[src/assert_macros.svh]
// Assertion macros used by the frame deframer datapath.
`ifndef ASSERT_MACROS_SVH
`define ASSERT_MACROS_SVH

// Check a property on every rising clock edge outside reset.
`define ASSERT_CLK(label, prop, msg) \
   label: assert property (@(posedge clock) disable iff (reset) (prop)) else $error(msg);

// Check that a condition in one cycle implies a consequence in the next.
`define ASSERT_NEXT(label, cond, cons, msg) \
   label: assert property (@(posedge clock) disable iff (reset) (cond) |=> (cons)) \
      else $error(msg);

`endif

[src/flfd_pkg.sv]
// Types and constants of the fixed-length frame deframer.
package flfd_pkg;

   localparam int BYTE_W     = 8;
   localparam int IDX_W      = 7;
   localparam int END_W      = 6;
   localparam int HDR_LEN    = 5;
   localparam int HDR_IDX_W  = 3;
   localparam int CSR_IDX_W  = 1;

   localparam logic [BYTE_W-1:0] START_MARK  = 8'h3E;
   localparam logic [BYTE_W-1:0] SHORT_FIRST = 8'h30;
   localparam logic [IDX_W-1:0]  INDEX_WRAP  = 7'd90;

   localparam logic [END_W-1:0] LONG_END_RESET  = 6'd51;
   localparam logic [END_W-1:0] SHORT_END_RESET = 6'd24;

   // register indexes
   localparam logic [CSR_IDX_W-1:0] CSR_LONG_END  = 1'b0;
   localparam logic [CSR_IDX_W-1:0] CSR_SHORT_END = 1'b1;

   // frame kinds
   localparam logic KIND_LONG  = 1'b0;
   localparam logic KIND_SHORT = 1'b1;

   typedef logic [HDR_LEN-1:0][BYTE_W-1:0] hdr_type;

   // ">PULT" and ">Bom@", entry 0 in the low byte
   localparam hdr_type HDR_LONG  = {8'h54, 8'h4C, 8'h55, 8'h50, 8'h3E};
   localparam hdr_type HDR_SHORT = {8'h40, 8'h6D, 8'h6F, 8'h42, 8'h3E};

   typedef struct packed {
      logic accept_wr;   // store the accepted request byte at the write index
      logic mark_wr;     // store the start mark at entry 0, index to 1
      logic idx_step;    // advance the write index with wrap
      logic emit_start;  // latch frame kind and length, rewind read pointer
      logic rd_issue;    // read next frame entry into the output register
      logic out_drop;    // empty the output register
      logic frame_clear; // clear the store, index to 1
   } cmd_type;

   typedef struct packed {
      logic mark;        // last accepted byte was the start mark
      logic long_hit;    // long frame complete
      logic short_hit;   // short frame complete
      logic rd_more;     // frame entries left to read
      logic out_valid;   // output register holds a byte
   } sts_type;

endpackage

[src/flfd_ifs.sv]
// Request and response channel interfaces of the frame deframer.
interface flfd_req_if;
   import flfd_pkg::*;
   logic              valid;
   logic              ready;
   logic [BYTE_W-1:0] rx_byte;
   logic              rx_error;
   modport source (output valid, rx_byte, rx_error, input ready);
   modport sink   (input valid, rx_byte, rx_error, output ready);
endinterface

interface flfd_rsp_if;
   import flfd_pkg::*;
   logic              valid;
   logic              ready;
   logic [BYTE_W-1:0] frame_byte;
   logic              frame_kind;
   logic              last;
   modport source (output valid, frame_byte, frame_kind, last, input ready);
   modport sink   (input valid, frame_byte, frame_kind, last, output ready);
endinterface

[src/flfd_csr.sv]
// Frame end registers of the frame deframer.
module flfd_csr (
   input  logic                               clock,
   input  logic                               reset,
   input  logic                               csr_wr_en,
   input  logic [flfd_pkg::CSR_IDX_W-1:0]     csr_index,
   input  logic [flfd_pkg::END_W-1:0]         csr_wdata,
   output logic [flfd_pkg::END_W-1:0]         long_end,
   output logic [flfd_pkg::END_W-1:0]         short_end
);
   import flfd_pkg::*;

   logic [END_W-1:0] long_end_ff, long_end_in;
   logic [END_W-1:0] short_end_ff, short_end_in;

   // decode the write
   always_comb begin
      long_end_in  = long_end_ff;
      short_end_in = short_end_ff;
      if (csr_wr_en) begin
         case (csr_index)
            CSR_LONG_END:  long_end_in  = csr_wdata;
            CSR_SHORT_END: short_end_in = csr_wdata;
            default: begin
               long_end_in  = long_end_ff;
               short_end_in = short_end_ff;
            end
         endcase
      end
   end

   always_ff @(posedge clock) begin
      if (reset) begin
         long_end_ff  <= LONG_END_RESET;
         short_end_ff <= SHORT_END_RESET;
      end else begin
         long_end_ff  <= long_end_in;
         short_end_ff <= short_end_in;
      end
   end

   assign long_end  = long_end_ff;
   assign short_end = short_end_ff;

endmodule

[src/flfd_ctrl.sv]
// Controller state machine of the frame deframer.
module flfd_ctrl (
   input  logic              clock,
   input  logic              reset,
   input  logic              req_valid,
   input  logic              req_error,
   output logic              req_ready,
   input  logic              rsp_ready,
   input  flfd_pkg::sts_type sts,
   output flfd_pkg::cmd_type cmd
);
   import flfd_pkg::*;

   localparam logic [1:0] ST_IDLE  = 2'd0;
   localparam logic [1:0] ST_CHECK = 2'd1;
   localparam logic [1:0] ST_EMIT  = 2'd2;

   logic [1:0] state_ff, state_in;
   logic       advance;

   // output register can take a new byte
   assign advance = !sts.out_valid || rsp_ready;

   always_comb begin
      cmd       = '0;
      req_ready = 1'b0;
      state_in  = state_ff;
      case (state_ff)
         ST_IDLE: begin
            // take a request; drop errored bytes on the spot
            req_ready = 1'b1;
            if (req_valid && !req_error) begin
               cmd.accept_wr = 1'b1;
               state_in      = ST_CHECK;
            end
         end
         ST_CHECK: begin
            if (sts.mark) begin
               cmd.mark_wr = 1'b1;
               state_in    = ST_IDLE;
            end else if (sts.long_hit || sts.short_hit) begin
               cmd.emit_start = 1'b1;
               state_in       = ST_EMIT;
            end else begin
               cmd.idx_step = 1'b1;
               state_in     = ST_IDLE;
            end
         end
         ST_EMIT: begin
            // stream one byte per cycle, hold while the consumer stalls
            if (advance) begin
               if (sts.rd_more) begin
                  cmd.rd_issue = 1'b1;
               end else begin
                  cmd.out_drop    = 1'b1;
                  cmd.frame_clear = 1'b1;
                  state_in        = ST_IDLE;
               end
            end
         end
         default: state_in = ST_IDLE;
      endcase
   end

   always_ff @(posedge clock) begin
      if (reset) begin
         state_ff <= ST_IDLE;
      end else begin
         state_ff <= state_in;
      end
   end

endmodule

[src/flfd_dp.sv]
// Datapath of the frame deframer: frame store, header, index and output register.
`include "assert_macros.svh"

module flfd_dp #(
   parameter int STORE_DEPTH = 64
) (
   input  logic                          clock,
   input  logic                          reset,
   input  flfd_pkg::cmd_type             cmd,
   output flfd_pkg::sts_type             sts,
   input  logic [flfd_pkg::BYTE_W-1:0]   req_byte,
   input  logic [flfd_pkg::END_W-1:0]    long_end,
   input  logic [flfd_pkg::END_W-1:0]    short_end,
   output logic                          rsp_valid,
   output logic [flfd_pkg::BYTE_W-1:0]   rsp_frame_byte,
   output logic                          rsp_frame_kind,
   output logic                          rsp_last
);
   import flfd_pkg::*;

   localparam int AW = $clog2(STORE_DEPTH);
   localparam logic [IDX_W:0] DEPTH_L = (IDX_W + 1)'(STORE_DEPTH);

   // frame store, no reset: entry valid bits stand in for the zero fill
   logic [BYTE_W-1:0]      mem [STORE_DEPTH];
   logic [STORE_DEPTH-1:0] entry_valid_ff, entry_valid_in;

   hdr_type           hdr_ff, hdr_in;
   logic [IDX_W-1:0]  idx_ff, idx_in;
   logic              mark_ff;
   logic              kind_ff;
   logic [IDX_W-1:0]  k_ff;
   logic [END_W-1:0]  end_ff;
   logic              out_valid_ff, out_valid_in;
   logic [BYTE_W-1:0] data_ff;
   logic              zero_ff;
   logic              sub_ff;
   logic              last_ff;

   logic              mem_we;
   logic [AW-1:0]     mem_waddr;
   logic [BYTE_W-1:0] mem_wdata;
   logic              idx_in_range;
   logic              k_in_range;
   logic              rd_entry_valid;

   assign idx_in_range = {1'b0, idx_ff} < DEPTH_L;
   assign k_in_range   = {1'b0, k_ff} < DEPTH_L;

   // select the store write: request byte at the index, or the start mark at entry 0
   assign mem_we    = (cmd.accept_wr && idx_in_range) || cmd.mark_wr;
   assign mem_waddr = cmd.mark_wr ? AW'(0) : idx_ff[AW-1:0];
   assign mem_wdata = cmd.mark_wr ? START_MARK : req_byte;

   always_ff @(posedge clock) begin
      if (mem_we) begin
         mem[mem_waddr] <= mem_wdata;
      end
      if (cmd.rd_issue) begin
         data_ff <= mem[k_ff[AW-1:0]];
      end
   end

   // track written entries; a frame clears them all
   always_comb begin
      entry_valid_in = entry_valid_ff;
      if (cmd.frame_clear) begin
         entry_valid_in = '0;
      end else if (mem_we) begin
         entry_valid_in[mem_waddr] = 1'b1;
      end
   end

   // mirror of the first entries for the header compare
   always_comb begin
      hdr_in = hdr_ff;
      if (cmd.frame_clear) begin
         hdr_in = '0;
      end else if (cmd.mark_wr) begin
         hdr_in[0] = START_MARK;
      end else if (cmd.accept_wr && idx_ff < IDX_W'(HDR_LEN)) begin
         hdr_in[idx_ff[HDR_IDX_W-1:0]] = req_byte;
      end
   end

   // advance the write index
   always_comb begin
      idx_in = idx_ff;
      if (cmd.mark_wr || cmd.frame_clear) begin
         idx_in = IDX_W'(1);
      end else if (cmd.idx_step) begin
         idx_in = (idx_ff == INDEX_WRAP) ? '0 : idx_ff + IDX_W'(1);
      end
   end

   always_comb begin
      out_valid_in = out_valid_ff;
      if (cmd.rd_issue) begin
         out_valid_in = 1'b1;
      end else if (cmd.out_drop) begin
         out_valid_in = 1'b0;
      end
   end

   always_ff @(posedge clock) begin
      if (reset) begin
         entry_valid_ff <= '0;
         hdr_ff         <= '0;
         idx_ff         <= '0;
         out_valid_ff   <= 1'b0;
      end else begin
         entry_valid_ff <= entry_valid_in;
         hdr_ff         <= hdr_in;
         idx_ff         <= idx_in;
         out_valid_ff   <= out_valid_in;
      end
   end

   assign rd_entry_valid = k_in_range ? entry_valid_ff[k_ff[AW-1:0]] : 1'b0;

   // request flags, frame length and output payload
   always_ff @(posedge clock) begin
      if (cmd.accept_wr) begin
         mark_ff <= (req_byte == START_MARK);
      end
      if (cmd.emit_start) begin
         kind_ff <= sts.long_hit ? KIND_LONG : KIND_SHORT;
         k_ff    <= '0;
         end_ff  <= idx_ff[END_W-1:0];
      end else if (cmd.rd_issue) begin
         k_ff <= k_ff + IDX_W'(1);
      end
      if (cmd.rd_issue) begin
         zero_ff <= !rd_entry_valid;
         sub_ff  <= (k_ff == '0) && (kind_ff == KIND_SHORT);
         last_ff <= (k_ff == {1'b0, end_ff});
      end
   end

   // status to the controller
   always_comb begin
      sts.mark      = mark_ff;
      sts.long_hit  = (idx_ff == {1'b0, long_end}) && (hdr_ff == HDR_LONG);
      sts.short_hit = (idx_ff == {1'b0, short_end}) && (hdr_ff == HDR_SHORT);
      sts.rd_more   = k_ff <= {1'b0, end_ff};
      sts.out_valid = out_valid_ff;
   end

   assign rsp_valid      = out_valid_ff;
   assign rsp_frame_byte = sub_ff ? SHORT_FIRST : (zero_ff ? '0 : data_ff);
   assign rsp_frame_kind = kind_ff;
   assign rsp_last       = last_ff;

   `ASSERT_NEXT(a_clear_restarts_index, cmd.frame_clear, idx_ff == IDX_W'(1), "index not 1 after frame")
   `ASSERT_CLK(a_last_ends_reads, !(out_valid_ff && last_ff) || !sts.rd_more, "bytes left after last")
   `ASSERT_CLK(a_no_store_while_emit, !(out_valid_ff && cmd.accept_wr), "request taken during frame output")

endmodule

[src/fixed_length_frame_deframer.sv]
// Top level of the fixed-length frame deframer.
// Takes one received byte per request and answers with the bytes of a completed frame.
// A request that stores a byte and completes no frame passes the accept state, then
// the index update or header check; an errored byte is dropped in its accept cycle. A
// request that completes a frame of end index E sends entries 0 to E: the frame store
// has one read port, so the frame leaves one byte per cycle while the consumer does
// not stall, and a final step clears the store. The next request is taken after
// that. The store clears by valid bits; reset needs no clearing pass.
module fixed_length_frame_deframer #(
   parameter int STORE_DEPTH = 64
) (
   input  logic                            clock,
   input  logic                            reset,
   flfd_req_if.sink                        req_ch,
   flfd_rsp_if.source                      rsp_ch,
   input  logic                            csr_wr_en,
   input  logic [flfd_pkg::CSR_IDX_W-1:0]  csr_index,
   input  logic [flfd_pkg::END_W-1:0]      csr_wdata
);
   import flfd_pkg::*;

   cmd_type          cmd;
   sts_type          sts;
   logic [END_W-1:0] long_end;
   logic [END_W-1:0] short_end;

   flfd_csr u_csr (
      .clock     (clock),
      .reset     (reset),
      .csr_wr_en (csr_wr_en),
      .csr_index (csr_index),
      .csr_wdata (csr_wdata),
      .long_end  (long_end),
      .short_end (short_end)
   );

   flfd_ctrl u_ctrl (
      .clock     (clock),
      .reset     (reset),
      .req_valid (req_ch.valid),
      .req_error (req_ch.rx_error),
      .req_ready (req_ch.ready),
      .rsp_ready (rsp_ch.ready),
      .sts       (sts),
      .cmd       (cmd)
   );

   flfd_dp #(
      .STORE_DEPTH (STORE_DEPTH)
   ) u_dp (
      .clock          (clock),
      .reset          (reset),
      .cmd            (cmd),
      .sts            (sts),
      .req_byte       (req_ch.rx_byte),
      .long_end       (long_end),
      .short_end      (short_end),
      .rsp_valid      (rsp_ch.valid),
      .rsp_frame_byte (rsp_ch.frame_byte),
      .rsp_frame_kind (rsp_ch.frame_kind),
      .rsp_last       (rsp_ch.last)
   );

endmodule

[src/flat_wrapper.sv]
// flat-port wrapper written by rule: the top's interface ports become plain ports
module fixed_length_frame_deframer_flat import flfd_pkg::*;
#(
   parameter int STORE_DEPTH = 64
)
  (clock, reset, csr_wr_en, csr_index, csr_wdata, req_ch_valid, req_ch_rx_byte, req_ch_rx_error, req_ch_ready, rsp_ch_valid, rsp_ch_frame_byte, rsp_ch_frame_kind, rsp_ch_last, rsp_ch_ready);
  flfd_req_if req_ch_i ();
  flfd_rsp_if rsp_ch_i ();
  input  logic clock;
  input  logic reset;
  input  logic csr_wr_en;
  input  logic [flfd_pkg::CSR_IDX_W-1:0] csr_index;
  input  logic [flfd_pkg::END_W-1:0] csr_wdata;
  input wire logic [$bits(req_ch_i.valid)-1:0] req_ch_valid;
  input wire logic [$bits(req_ch_i.rx_byte)-1:0] req_ch_rx_byte;
  input wire logic [$bits(req_ch_i.rx_error)-1:0] req_ch_rx_error;
  output wire logic [$bits(req_ch_i.ready)-1:0] req_ch_ready;
  output wire logic [$bits(rsp_ch_i.valid)-1:0] rsp_ch_valid;
  output wire logic [$bits(rsp_ch_i.frame_byte)-1:0] rsp_ch_frame_byte;
  output wire logic [$bits(rsp_ch_i.frame_kind)-1:0] rsp_ch_frame_kind;
  output wire logic [$bits(rsp_ch_i.last)-1:0] rsp_ch_last;
  input wire logic [$bits(rsp_ch_i.ready)-1:0] rsp_ch_ready;
  assign req_ch_i.valid = req_ch_valid;
  assign req_ch_i.rx_byte = req_ch_rx_byte;
  assign req_ch_i.rx_error = req_ch_rx_error;
  assign req_ch_ready = req_ch_i.ready;
  assign rsp_ch_valid = rsp_ch_i.valid;
  assign rsp_ch_frame_byte = rsp_ch_i.frame_byte;
  assign rsp_ch_frame_kind = rsp_ch_i.frame_kind;
  assign rsp_ch_last = rsp_ch_i.last;
  assign rsp_ch_i.ready = rsp_ch_ready;
  fixed_length_frame_deframer #(.STORE_DEPTH(STORE_DEPTH)) u_core (.clock(clock), .reset(reset), .req_ch(req_ch_i), .rsp_ch(rsp_ch_i), .csr_wr_en(csr_wr_en), .csr_index(csr_index), .csr_wdata(csr_wdata));
endmodule
[config.mk]
export PLATFORM = sky130hd
export DESIGN_NAME = fixed_length_frame_deframer_flat
export DESIGN_NICKNAME = d
export VERILOG_FILES = /design/src/flfd_pkg.sv /design/src/flfd_ifs.sv /design/src/flfd_csr.sv /design/src/flfd_ctrl.sv /design/src/flfd_dp.sv /design/src/fixed_length_frame_deframer.sv /design/src/flat_wrapper.sv
export VERILOG_INCLUDE_DIRS = /design/src /design/src/src
export SDC_FILE = /design/constraint.sdc
export NUM_CORES = 1
export LEC_CHECK = 0
export BUFFER_PORTS_ARGS = -buffer_cell sky130_fd_sc_hd__buf_4
export CAP_MARGIN = 5
export CORE_MARGIN = 3
export CORE_UTILIZATION = 59
export CTS_CLUSTER_SIZE = 14
export DETAILED_ROUTE_END_ITERATION = 8
export GPL_TIMING_DRIVEN = 0
export PLACE_DENSITY = 0.71
export RECOVER_POWER = 25
export SYNTH_ARGS = -nofsm -noshare
export SYNTH_HDL_FRONTEND = slang
export SYNTH_SLANG_ARGS = --single-unit
[constraint.sdc]
create_clock -name clock -period 4.12 [get_ports clock]
set_clock_uncertainty 0.05 [all_clocks]
set_input_delay 0.618 -clock clock [delete_from_list [all_inputs] [get_ports clock]]
set_output_delay 0.618 -clock clock [all_outputs]
set_load 0.02 [all_outputs]
# Word-level counts from Yosys, hierarchy flattened
# Memories as Yosys holds them, arrays and structs flattened. A register that Yosys moved wholly into a read port is not among the register bits.
# Index checks and enable logic that the tools add are counted.
dict set report word_totals {
  reg_bits 144
  mem_bits_rw 512
  in_bits 21
  output_inout_bits 12
  word_cells 114
  mem_count 1
}
dict set report classes {
  addsub 2
  order_cmp 9
  eq_ne 12
  n_mux 40
  bitwise 3
  reduce_logical 27
}
# name depth width rd rd_ports_with_merged_regs wr line
set mem_list {}
lappend mem_list {u_core.u_dp.mem 64 8 1 1 1 flfd_dp.sv:25} ;# logic [BYTE_W-1:0] mem [STORE_DEPTH];
# operator n
set ops {}
lappend ops {{$eq 40x39->1 const B} 2}
lappend ops {{$or 64x64->64} 1}
lappend ops {{$bwmux 40} 1}
lappend ops {{$mux 8} 4}
lappend ops {{$demux 8 s3} 1}
lappend ops {{$eq 7x6->1} 3}
lappend ops {{$mux 6} 3}
lappend ops {{$mux 1} 17}
lappend ops {{$add 7x1->7 const B} 2}
lappend ops {{$lt 6x7->1 const B} 2}
lappend ops {{$lt 7x7->1 const B} 2}
lappend ops {{$mux 2} 7}
lappend ops {{$mux 3} 3}
lappend ops {{$eq 8x6->1 const B} 1}
lappend ops {{$logic_and 1x1->1} 8}
lappend ops {{$eq 7x7->1 const B} 1}
lappend ops {{$le 7x6->1} 1}
lappend ops {{$logic_not 7->1} 1}
lappend ops {{$lt 7x3->1 const B} 1}
lappend ops {{$mux 7} 1}
lappend ops {{$bmux 1 s6} 1}
lappend ops {{$demux 1 s6} 1}
lappend ops {{$ge 6x1->1 const B} 1}
lappend ops {{$ne 2x2->1 const B} 3}
lappend ops {{14 further kinds} 25}

# Logic depth before layout (Yosys ltp)
# Gate-level depths: netlist (run 1).
dict set report depth {
  word_depth 12
  ltp_mapped 13
  ltp_nobuf 8
}

# Hierarchy
# From an unflattened synthesis (run 1), not the netlist that was laid out.
dict set report unflattened {
  cells_unflattened 1558
  hier_area_um2 26289.0
}
# mod n_inst cells_each area_per_inst_um2 seq_area_each_um2
set modules_own_cells {}
lappend modules_own_cells {flfd_dp 1 1487 25638.3 18327.6}
lappend modules_own_cells {flfd_csr 1 53 505.5 240.2}
lappend modules_own_cells {flfd_ctrl 1 18 145.1 40.0}

# Worst setup path after synthesis (run 1)
# Ideal clock, no wire load.
dict set report synth_path {
  kind {register to register}
  startpoint {register u_core.u_dp.k_ff[0]}
  endpoint {register u_core.u_dp.entry_valid_ff[10]}
  setup_time_ns 0.128
  arrival_time_ns 2.945
  required_ns 3.942
  path_slack_ns 0.997
  path_stages_with_launch 14
  path_buffers 7
  synth_period_minus_slack_ns 3.123
  cell_sequence {dfxtp_1 > buf_6 > buf_12 > buf_6 > buf_4 > buf_2 > inv_1 > ha_1 > nand3b_1 > a21o_1 > a221oi_1 > clkbuf_1 > buf_1 > nor2_1}
}
dict set report synth_between {
  elab_chain_len 5
}
# item line
set synth_lines {}
lappend synth_lines {{start, declared} flfd_dp.sv:32} ;# logic [IDX_W-1:0] k_ff;
lappend synth_lines {{start signal, assigned} flfd_dp.sv:131} ;# k_ff <= k_ff + IDX_W'(1);
lappend synth_lines {{$le 7x6->1} flfd_dp.sv:145} ;# sts.rd_more = k_ff <= {1'b0, end_ff};
lappend synth_lines {{$mux 2} flfd_ctrl.sv:52} ;# if (sts.rd_more) begin
lappend synth_lines {{$mux 3} flfd_ctrl.sv:51} ;# if (advance) begin
lappend synth_lines {{$mux 3} flfd_ctrl.sv:28} ;# case (state_ff)
lappend synth_lines {{$reduce_or 2->1 (no line)} n/a}
lappend synth_lines {{end signal, assigned} flfd_dp.sv:112} ;# entry_valid_ff <= entry_valid_in;
lappend synth_lines {{end, declared} flfd_dp.sv:26} ;# logic [STORE_DEPTH-1:0] entry_valid_ff, entry_valid_in;
# No other way between the ends.
# A chain may end at the register's enable or synchronous reset.

# Worst setup path in the final report (run 1)
dict set report layout_path {
  startpoint {register u_core.u_dp.idx_ff[6]}
  endpoint {memory u_core.u_dp.mem[2][7] (enable)}
}
dict set report layout_between {
  elab_chain_len 5
}
# item line
set layout_lines {}
lappend layout_lines {{start, declared} flfd_dp.sv:29} ;# logic [IDX_W-1:0] idx_ff, idx_in;
lappend layout_lines {{start signal, assigned} flfd_dp.sv:114} ;# idx_ff <= idx_in;
lappend layout_lines {{$lt 7x7->1} flfd_dp.sv:47} ;# assign idx_in_range = {1'b0, idx_ff} < DEPTH_L;
lappend layout_lines {{$logic_and 1x1->1} flfd_dp.sv:51} ;# assign mem_we = (cmd.accept_wr && idx_in_range) || cmd.mark_wr;
lappend layout_lines {{$logic_or 1x1->1} flfd_dp.sv:51}
lappend layout_lines {{$mux 1} flfd_dp.sv:56} ;# if (mem_we) begin
lappend layout_lines {{$mux 1 (implied by the code)} flfd_dp.sv:57} ;# mem[mem_waddr] <= mem_wdata;
lappend layout_lines {{end, declared} flfd_dp.sv:25}
# No other way between the ends.

==> impl_metrics.env, run 1 <==
export IMPL_routedWlPerCell_um=28.45
export IMPL_ios=33
export IMPL_syn_area_um2=26170
export IMPL_syn_avg_cell_area_um2=17.12
export IMPL_met1_usage=0.4012
export IMPL_clk_insertion_delay_late_ns=0.59
export IMPL_synthArstFlopShare=0
export IMPL_fill_cells=2890
export IMPL_rsz0062_at_grt="no"
export IMPL_start_util=0.6021
export IMPL_cts_hold_buf=0
export IMPL_final_max_slew_viol_count=40
export IMPL_cp_top_family="buffers and inverters"
export IMPL_synth_seq_cells=664
export IMPL_cp_slowest_cell="clkinvlp_2"
export IMPL_vias=14609
export IMPL_finalCritPeriodShare=0.9001
export IMPL_min_period_ns=3.708
export IMPL_diodes=0
export IMPL_grtUsageMet2=0.4372
export IMPL_cpMostUsedCell="clkbuf_1"
export IMPL_numPortBuffers=30
export IMPL_ys_top_cells_by_area="edfxtp_1 (61%), mux4_2 (14%), dfxtp_1 (10%)"
export IMPL_yosysTopAreaCell="edfxtp_1"
export IMPL_worstPathMaxFanout=17
export IMPL_drt_first_pass_iters=6
export IMPL_first_iter_violations=1996
export IMPL_coreArea_um2=43460
export IMPL_worstPathArrival_ns=3.70
export IMPL_drive_above_1_share=0.2136
export IMPL_p_leak_nw=9.302
export IMPL_place_area_um2=27330
export IMPL_mostFrequentLayoutCells="edfxtp_1 (531), nor2_1 (179), mux4_2 (168), dfxtp_1 (133), nand2_1 (118)"
export IMPL_ys_seq_area_frac=0.7111
export IMPL_grt_pass1_wl_mm=96.50
export IMPL_max_cap_violations=1
export IMPL_p_total_w=0.01350
export IMPL_worstPathCellList="clkbuf_1 -> or3_1 -> clkbuf_1 -> or2_0 -> clkbuf_1 -> clkinvlp_2"
export IMPL_place_hpwl_mm=42.31
export IMPL_yosysWarnings=0
export IMPL_synth_nets=1559
export IMPL_track_usage=0.2847
export IMPL_cts_root_buffer="clkbuf_16"
export IMPL_vias_per_cell=6.436
export IMPL_multiInputGateArea_um2=7086
export IMPL_synth_ff_type="edfxtp_1"
export IMPL_powerDensity_nw_per_um2=459.4
export IMPL_yosysUniqueCellTypes=58
export IMPL_final_common_cell="edfxtp_1"
export IMPL_clkSlewWorstSetupHoldPaths_ns=0.06
export IMPL_start_kind="flip-flop"
export IMPL_synth_top_cell_area_share=0.6094
export IMPL_crit_buf_inv=4
export IMPL_outcome="complete, but fails checks"
export IMPL_drt_wl_total_mm=64.58
export IMPL_die_area_um2=46910
export IMPL_ir_drop_mv=0.3510
export IMPL_detail_route_antenna_nets=0
export IMPL_min_path_type="in2reg"
export IMPL_required_ns=4.11
export IMPL_syn_inst=1528
export IMPL_die_w_um=216.6
export IMPL_grt_pass1_vias=14540
export IMPL_setup_viol=0
export IMPL_fmax_mhz=269.7
export IMPL_hold_viol=0
export IMPL_area_delta_synth_final_pct=12.32
export IMPL_clock_path_buffers=3
export IMPL_regArea_um2=18610
export IMPL_fin_area_um2=29390
export IMPL_grtUsageMet3=0.05763
export IMPL_cts_inserted_buffers=67
export IMPL_nets=1668
export IMPL_routabilityCongestion=0.8837
export IMPL_antenna_found_initial=0
export IMPL_cts_tree="built"
export IMPL_cts_sinks=664
export IMPL_relSlewSlack=-0.1182
export IMPL_end_kind="flip-flop"
export IMPL_synth_edff_count=531
export IMPL_grt_busiest_layer="met2"
export IMPL_drc=0
export IMPL_grt_max_degree=56
export IMPL_cts_htree_levels=3
export IMPL_fp_dieH_um=216.6
export IMPL_slowest_delay_ns=0.95
export IMPL_overflow=0
export IMPL_worstMarginPinSlew_ns=1.677
export IMPL_critPathKind="reg2reg"
export IMPL_violations="capacitance limit, slew limit"
export IMPL_placementRows=76
## worst min-delay path: stages
cell and delay, ns:
buf_4 0.09, mux2i_1 0.06, nand2_1 0.06
## kinds of logic after synthesis
logic type | after synthesis | share of synthesized area
compound gates | 126 | 0.03036
flops | 664 | 0.7111
buf+inv | 98 | 0.01999
simple gates | 427 | 0.07455
xor+xnor | 17 | 0.005690
fa+ha+maj | 10 | 0.004782
mux | 186 | 0.1535
## synth_stat cells (3+ instances only)
cell	number
mux4_2	168
a22oi_1	6
nor2_1	180
o21a_1	19
nand2_1	118
nor3_1	10
edfxtp_1	531
mux2_2	3
nand3_1	30
clkbuf_1	29
or2_2	4
and2_1	14
o21ai_0	9
nor4b_1	3
a211oi_1	10
mux2i_1	12
mux4_1	3
nand2b_1	9
buf_1	7
inv_1	12
nand4b_1	4
buf_6	8
buf_4	5
nand4_1	9
nor2b_1	14
a221o_1	3
nor4bb_1	3
or4_1	4
xnor2_1	17
a21o_1	4
a22o_1	3
dfxtp_1	133
ha_1	10
buf_2	32
a21oi_1	51
a31oi_1	15
nor4_1	5
or3_1	6
## layer usage
layer	vias to the layer above	part of all wire
li1	6169	-
met1	7465	0.39
met2	820	0.47
met3	155	0.095
met4	0	0.048
met5	-	0
## cell type report
| cell class | instances | area share |
|---|---|---|
| repair buffers | 42 | 0.01154 |
| multi-input cells | 766 | 0.2411 |
| clock inverters | 23 | 0.006982 |
| well taps | 585 | 0.02491 |
| plain buffers | 80 | 0.01452 |
| inverters | 16 | 0.002342 |
| flip-flops and latches | 664 | 0.6331 |
| clock buffers | 94 | 0.06548 |
## final timing paths
path                                      endpoint  slack [ns]                                start  cells past startpoint
min          u_core.u_csr.long_end[0]$_SDFFE_PP1P_        0.21                         csr_wdata[0]                      3
min reg2reg    u_core.u_dp.hdr_ff[16]$_SDFFE_PP0P_        0.40  u_core.u_dp.hdr_ff[16]$_SDFFE_PP0P_                      2
max                u_core.u_dp.mem[2][7]$_DFFE_PP_        0.41   u_core.u_dp.idx_ff[6]$_SDFFE_PP0P_                      6
max reg2reg        u_core.u_dp.mem[2][7]$_DFFE_PP_        0.41   u_core.u_dp.idx_ff[6]$_SDFFE_PP0P_                      6
## repair_timing
item / 4_1_cts / 5_1_grt
setup buffers: 0 / 3
pin swaps: 0 / 1
endpoints found under the setup margin: 112 / 91
resized for setup: 10 / 2
## power breakdown
group	internal, W	switching, W
Clock	0.00350	0.00243
Combinational	0.0000737	0.000205
Sequential	0.00728	0.0000149
Total	0.0108	0.00265
## state kept, by name, indices dropped and copies added (netlist names)
name                        count
u_core.u_csr.short_end          6
u_core.u_ctrl.state_ff          2
u_core.u_dp.end_ff              6
u_core.u_dp.mem               512
u_core.u_dp.hdr_ff             40
u_core.u_dp.rsp_frame_kind      1
u_core.u_dp.zero_ff             1
u_core.u_csr.long_end           6
u_core.u_dp.entry_valid_ff     64
u_core.u_dp.rsp_valid           1
u_core.u_dp.rsp_last            1
u_core.u_dp.k_ff                7
u_core.u_dp.sub_ff              1
u_core.u_dp.mark_ff             1
u_core.u_dp.data_ff             8
u_core.u_dp.idx_ff              7
## through the flow
stage               hold WS, ns  instances  worst slack (ns)  utilization  setup TNS, ns
global placement         0.3778       2143           -0.6367       0.6242         -34.46
finish                   0.2133       2270            0.4117       0.6763              0
global route             0.2191       2270            0.2020       0.6763              0
floorplan                0.3670       1528            0.9973            -              0
CTS                      0.1979       2269          -0.02883       0.6789        -0.1633
detailed placement       0.3787       2152           -0.6547       0.6288         -41.68
Power figures use the tool's default switching activity.
==> run 2, diff against run 1 <==
Settings changed: SYNTH_HIERARCHICAL from default to 1.
==> impl_metrics.env, run 2 <==
export IMPL_place_hpwl_mm=46.22
export IMPL_cp_depth=12
export IMPL_worstPathArrival_ns=4.42
export IMPL_die_w_um=217.1
export IMPL_largest_reg_flops=512
export IMPL_p_leak_nw=9.631
export IMPL_cp_slowest_cell="clkbuf_2"
export IMPL_drt_first_pass_iters=7
export IMPL_cpMostUsedCell="buf_4"
export IMPL_cts_sinks=664
export IMPL_first_iter_violations=2040
export IMPL_worst_slack_ns=0.1716
export IMPL_synthArstFlopShare=0
export IMPL_relSlewSlack=-0.4113
export IMPL_antenna_found_initial=2
export IMPL_synth_top_cell_area_share=0.6065
export IMPL_final_cells=2305
export IMPL_syn_inst=1558
export IMPL_mostFrequentLayoutCells="edfxtp_1 (531), nor2_1 (162), mux4_2 (151), dfxtp_1 (133), nand2_1 (79)"
export IMPL_max_cap_violations=3
export IMPL_worstPathCellList="buf_4 -> buf_4 -> buf_4 -> inv_1 -> ha_1 -> nand3_1 -> o21ai_1 -> nor3b_2 -> nor2_1 -> clkbuf_2 -> clkbuf_2 -> o21a_1"
export IMPL_fmax_mhz=253.3
export IMPL_ir_drop_mv=0.4503
export IMPL_grt_pass1_vias=15138
export IMPL_track_usage=0.3097
export IMPL_synth_nets=1589
export IMPL_min_path_type="in2reg"
export IMPL_final_max_slew_viol_count=76
export IMPL_top_regs="u_core/u_dp/mem: 512 flops, u_core/u_dp/entry_valid_ff: 64 flops, u_core/u_dp/hdr_ff: 40 flops"
export IMPL_diodes=0
export IMPL_rsz0062_at_grt="no"
export IMPL_synth_edff_count=531
export IMPL_start_util=0.6036
export IMPL_detail_route_antenna_nets=0
export IMPL_cts_tree="built"
export IMPL_coreArea_um2=43550
export IMPL_critPathKind="reg2reg"
export IMPL_fp_dieH_um=217.1
export IMPL_r2r_start="u_core/u_dp/k_ff[0]$_SDFFE_PP0P_"
export IMPL_yosys_top_cells_count="edfxtp_1 (531), nor2_1 (163), mux4_2 (151)"
export IMPL_worstMarginPinSlew_ns=2.113
export IMPL_regArea_um2=18610
export IMPL_numPortBuffers=32
export IMPL_drive_above_1_share=0.2047
export IMPL_syn_avg_cell_area_um2=16.87
export IMPL_ys_top_cells_by_area="edfxtp_1 (61%), mux4_2 (13%), dfxtp_1 (10%)"
export IMPL_rr_endpoint="u_core/u_dp/entry_valid_ff[31]$_SDFFE_PP0N_"
export IMPL_setup_viol=0
export IMPL_cts_root_buffer="clkbuf_16"
export IMPL_nets=1699
export IMPL_vias_per_cell=6.656
export IMPL_end_kind="flip-flop"
export IMPL_die_area_um2=47130
export IMPL_rrSetupSlack_ns=0.17
export IMPL_clkSlewWorstSetupHoldPaths_ns=0.06
export IMPL_overflow=0
export IMPL_hold_viol=0
export IMPL_min_period_ns=3.948
export IMPL_clk_insertion_delay_late_ns=0.59
export IMPL_yosysUniqueCellTypes=71
export IMPL_largest_register="u_core/u_dp/mem"
export IMPL_syn_area_um2=26290
export IMPL_grt_pass1_wl_mm=103.6
export IMPL_synth_seq_cells=664
export IMPL_slowest_delay_ns=0.42
export IMPL_yosysWarnings=6
export IMPL_worstPathMaxFanout=10
export IMPL_required_ns=4.59
export IMPL_outcome="complete, but fails checks"
export IMPL_startpoint="u_core/u_dp/k_ff[0]$_SDFFE_PP0P_"
export IMPL_ios=33
export IMPL_routabilityCongestion=0.9900
export IMPL_powerDensity_nw_per_um2=497.2
export IMPL_vias=15342
export IMPL_area_delta_synth_final_pct=12.23
export IMPL_cts_hold_buf=0
export IMPL_violations="capacitance limit, slew limit"
export IMPL_grt_max_degree=65
export IMPL_cts_inserted_buffers=67
export IMPL_clock_path_buffers=3
export IMPL_routedWlPerCell_um=30.97
export IMPL_drc=0
export IMPL_final_common_cell="edfxtp_1"
export IMPL_start_kind="flip-flop"
export IMPL_pre_cts_ws_ns=-0.4859
export IMPL_crit_buf_inv=6
export IMPL_fill_cells=2988
export IMPL_synth_ff_type="edfxtp_1"
export IMPL_post_place_cells=2179
export IMPL_ys_seq_area_frac=0.7078
export IMPL_drt_wl_total_mm=71.39
export IMPL_multiInputGateArea_um2=7194
export IMPL_cts_htree_levels=3
export IMPL_placementRows=76
export IMPL_yosysTopAreaCell="edfxtp_1"
export IMPL_yosysMostFrequentCell="edfxtp_1"
export IMPL_cp_top_family="buffers and inverters"
export IMPL_cp_endpoint="u_core/u_dp/entry_valid_ff[31]$_SDFFE_PP0N_"
export IMPL_finalCritPeriodShare=0.9584
export IMPL_r2r_cells=12
export IMPL_p_total_w=0.01467
-- run 2: cell count changes after synthesis, moves of 12 or more --
| cell | previous run | this run |
|---|---|---|
| mux2i_1 | 12 | 45 |
| nor2_1 | 180 | 163 |
| a31oi_1 | 15 | 1 |
| nand2_1 | 118 | 79 |
| o21a_1 | 19 | 37 |
| nand3_1 | 30 | 42 |
| mux4_2 | 168 | 151 |
-- run 2: final cells by class --
cell class                 count  area share
sequential                   664      0.6307
multi-input combinational    789      0.2439
clock buffer                  82     0.06086
tap                          585     0.02481
buffer                        85     0.01399
clock inverter                39     0.01226
timing repair buffer          42     0.01107
inverter                      19    0.002460
-- run 2: worst min-delay path by stage --
stage                                       startpoint                                      to  slack, ns  depth (start not counted)
floorplan           u_core/u_dp/idx_ff[5]$_SDFFE_PP0P_         u_core/u_dp/end_ff[5]$_DFFE_PP_       0.36                          0
global placement    u_core/u_dp/idx_ff[5]$_SDFFE_PP0P_         u_core/u_dp/end_ff[5]$_DFFE_PP_       0.36                          0
detailed placement  u_core/u_dp/idx_ff[5]$_SDFFE_PP0P_         u_core/u_dp/end_ff[5]$_DFFE_PP_       0.39                          0
CTS                                              reset  u_core/u_ctrl/state_ff[1]$_SDFFE_PP0P_       0.22                          2
global route                                     reset  u_core/u_ctrl/state_ff[0]$_SDFFE_PP0P_       0.23                          2
finish                                           reset  u_core/u_ctrl/state_ff[1]$_SDFFE_PP0P_       0.23                          2
-- run 2: kinds of logic (layout without fill, tap and decap cells) --
logic type	count (synthesis)	in the layout	share of synthesized area
DFF	664	664	0.7078
and+or+nand+nor	399	399	0.07201
muxes	199	199	0.1478
AOI/OAI and AO/OA	160	160	0.04184
buffers and inverters	105	267	0.01880
xor gates and xnor gates	21	21	0.006996
adders and majority gates	10	10	0.004759
-- run 2: stage by stage --
stage                     TNS [ns]  cell area, um2    util  hold WS, ns
after floorplan                  0           26290       -       0.3564
after global placement     -164.04           27260  0.6259       0.3630
after detailed placement    -12.32           27360  0.6282       0.3858
after CTS                        0           29520  0.6779       0.2167
after global routing             0           29500  0.6774       0.2274
final                            0           29500  0.6774       0.2303
-- run 2: per-layer routing --
| layer | vias up | wire (um) | track usage |
|---|---|---|---|
| li1 | 6307 | - | - |
| met1 | 7892 | 27200 | 0.4379 |
| met2 | 951 | 32820 | 0.4713 |
| met3 | 190 | 7887 | 0.07065 |
| met4 | 2 | 3476 | 0.1350 |
| met5 | - | 7 | 0 |
-- run 2: worst reg2reg max path, stage by stage (launching register included) --
cell and delay [ns]:
dfxtp_1 0.41, buf_4 0.24, buf_4 0.33, buf_4 0.35, inv_1 0.27, ha_1 0.36
nand3_1 0.09, o21ai_1 0.33, nor3b_2 0.13, nor2_1 0.38, clkbuf_2 0.32, clkbuf_2 0.42
o21a_1 0.20
-- run 2: power breakdown --
part	leakage [nW]	internal (W)	switching, W
registers	5.85	0.00727	0.0000164
logic	2.72	0.000538	0.000815
clock network	1.06	0.00354	0.00249
-- run 2: timing repair --
action | in CTS | in global routing
setup endpoints to repair | 62 | 101
buffers inserted | 0 | 0
resized for setup | 7 | 12
==> run 3, diff against run 2 <==
Clock period 4.12 ns to 4.7 ns, I/O delays scaled along.
==> impl_metrics.env, run 3 (same netlist as run 2, synthesis figures left out) <==
export IMPL_outcome="complete, but fails checks"
export IMPL_violations="capacitance limit, slew limit"
export IMPL_detail_route_antenna_nets=0
export IMPL_vias=15285
export IMPL_start_util=0.6036
export IMPL_routabilityCongestion=0.9900
export IMPL_overflow=0
export IMPL_critPathKind="reg2reg"
export IMPL_rrSetupSlack_ns=0.21
export IMPL_p_leak_nw=9.614
export IMPL_min_period_ns=4.489
export IMPL_drt_first_pass_iters=6
export IMPL_cts_resized_gates=0
export IMPL_worstPathMaxFanout=10
export IMPL_drt_wl_total_mm=71.37
export IMPL_cts_root_buffer="clkbuf_16"
export IMPL_largest_register="u_core/u_dp/mem"
export IMPL_grt_pass1_vias=15137
export IMPL_powerDensity_nw_per_um2=436.0
export IMPL_fmax_mhz=222.7
export IMPL_fp_dieH_um=217.1
export IMPL_final_max_slew_viol_count=167
export IMPL_grtUsageMet2=0.4701
export IMPL_area_delta_synth_final_pct=12.13
export IMPL_setup_viol=0
export IMPL_clk_insertion_delay_late_ns=0.60
export IMPL_grt_max_degree=65
export IMPL_final_common_cell="edfxtp_1"
export IMPL_drc=0
export IMPL_start_kind="flip-flop"
export IMPL_max_cap_violations=5
export IMPL_cts_htree_levels=3
export IMPL_cts_inserted_buffers=67
export IMPL_required_ns=5.17
export IMPL_place_hpwl_mm=46.22
export IMPL_die_w_um=217.1
export IMPL_routedWlPerCell_um=30.95
export IMPL_placementRows=76
export IMPL_cts_setup_buffers=0
export IMPL_diodes=0
export IMPL_cts_tree="built"
export IMPL_grt_pass1_wl_mm=103.6
export IMPL_worstPathArrival_ns=4.96
export IMPL_first_iter_violations=2167
export IMPL_place_area_um2=27360
export IMPL_worstMarginPinSlew_ns=1.970
export IMPL_end_kind="flip-flop"
export IMPL_final_util=0.6769
export IMPL_finalCritPeriodShare=0.9552
export IMPL_nets=1700
export IMPL_rsz0062_at_grt="no"
export IMPL_clock_path_buffers=3
export IMPL_cts_sinks=664
export IMPL_ios=33
export IMPL_met1_usage=0.4395
export IMPL_cts_hold_buf=0
export IMPL_drive_above_1_share=0.1981
export IMPL_clkSlewWorstSetupHoldPaths_ns=0.06
export IMPL_vias_per_cell=6.628
export IMPL_antenna_found_initial=2
export IMPL_min_path_type="in2reg"
export IMPL_grt_busiest_layer="met2"
export IMPL_grtUsageMet3=0.07065
export IMPL_ir_drop_mv=0.3963
export IMPL_hold_viol=0
export IMPL_fin_area_um2=29480
export IMPL_relSlewSlack=-0.3158
export IMPL_numPortBuffers=32
export IMPL_top_regs="u_core/u_dp/mem: 512 flops, u_core/u_dp/entry_valid_ff: 64 flops, u_core/u_dp/hdr_ff: 40 flops"
export IMPL_mostFrequentLayoutCells="edfxtp_1 (531), nor2_1 (163), mux4_2 (151), dfxtp_1 (133), nand2_1 (79)"
export IMPL_coreArea_um2=43550
export IMPL_track_usage=0.3098
export IMPL_die_area_um2=47130
export IMPL_largest_reg_flops=512
run 3: cell types whose count changed in the layout (fill, tap and decap cells not counted), sizes merged:
cell,previous run,this run
dlymetal6s4s,0,1
buf,77,76
clkbuf,132,133
run 3: final cells by class:
| type | instances | area, um2 |
|---|---|---|
| inverter | 19 | 72.57 |
| clock buffer | 82 | 1795 |
| fill | 2986 | 14070 |
| multi-input combinational | 789 | 7188 |
| buffer | 86 | 402.9 |
| timing repair buffer | 42 | 317.8 |
| sequential | 664 | 18610 |
| clock inverter | 39 | 361.6 |
| tap | 585 | 732.0 |
run 3: per-stage QoR:
step / hold WS [ns] / TNS [ns] / worst slack [ns] / total power [W] / instances
after floorplan: 0.3564 / 0 / 1.446 / 0.007257 / 1558
after global placement: 0.3630 / -41.26 / -0.3509 / 0.007679 / 2175
after detailed placement: 0.3858 / 0 / 0.09414 / 0.007691 / 2179
after CTS: 0.3037 / 0 / 0.05077 / 0.01290 / 2300
after global routing: 0.3144 / 0 / 0.04882 / 0.01319 / 2306
final: 0.3192 / 0 / 0.2105 / 0.01285 / 2306
run 3: path summary, 6_finish.rpt:
kind	startpoint	end	cells past startpoint
worst max-delay path	u_core/u_dp/k_ff[0]$_SDFFE_PP0P_	u_core/u_dp/entry_valid_ff[31]$_SDFFE_PP0N_	12
worst min-delay path	reset	u_core/u_ctrl/state_ff[1]$_SDFFE_PP0P_	2
worst max register to register	u_core/u_dp/k_ff[0]$_SDFFE_PP0P_	u_core/u_dp/entry_valid_ff[31]$_SDFFE_PP0N_	12
worst min register to register	u_core/u_dp/idx_ff[5]$_SDFFE_PP0P_	u_core/u_dp/end_ff[5]$_DFFE_PP_	0
run 3: layer usage:
layer,vias to the layer above,wire length [um]
met2,927,32740
met5,-,7
met3,191,8271
met4,2,3369
met1,7858,26980
li1,6307,-
run 3: worst max-delay path, stage by stage, from the launching register on:
cell	delay [ns]
dfxtp_1	0.39
buf_4	0.23
buf_4	0.31
buf_4	0.35
inv_1	0.27
ha_1	0.35
nand3_1	0.08
o21ai_0	0.42
nor3b_2	0.15
nor2_1	0.40
clkbuf_1	0.43
clkbuf_1	0.74
o21a_1	0.23
run 3: power by group:
| group | switching (W) | internal [W] |
|---|---|---|
| Combinational | 0.000714 | 0.000469 |
| Sequential | 0.0000140 | 0.00638 |
| Clock | 0.00218 | 0.00310 |
| Total | 0.00291 | 0.00995 |
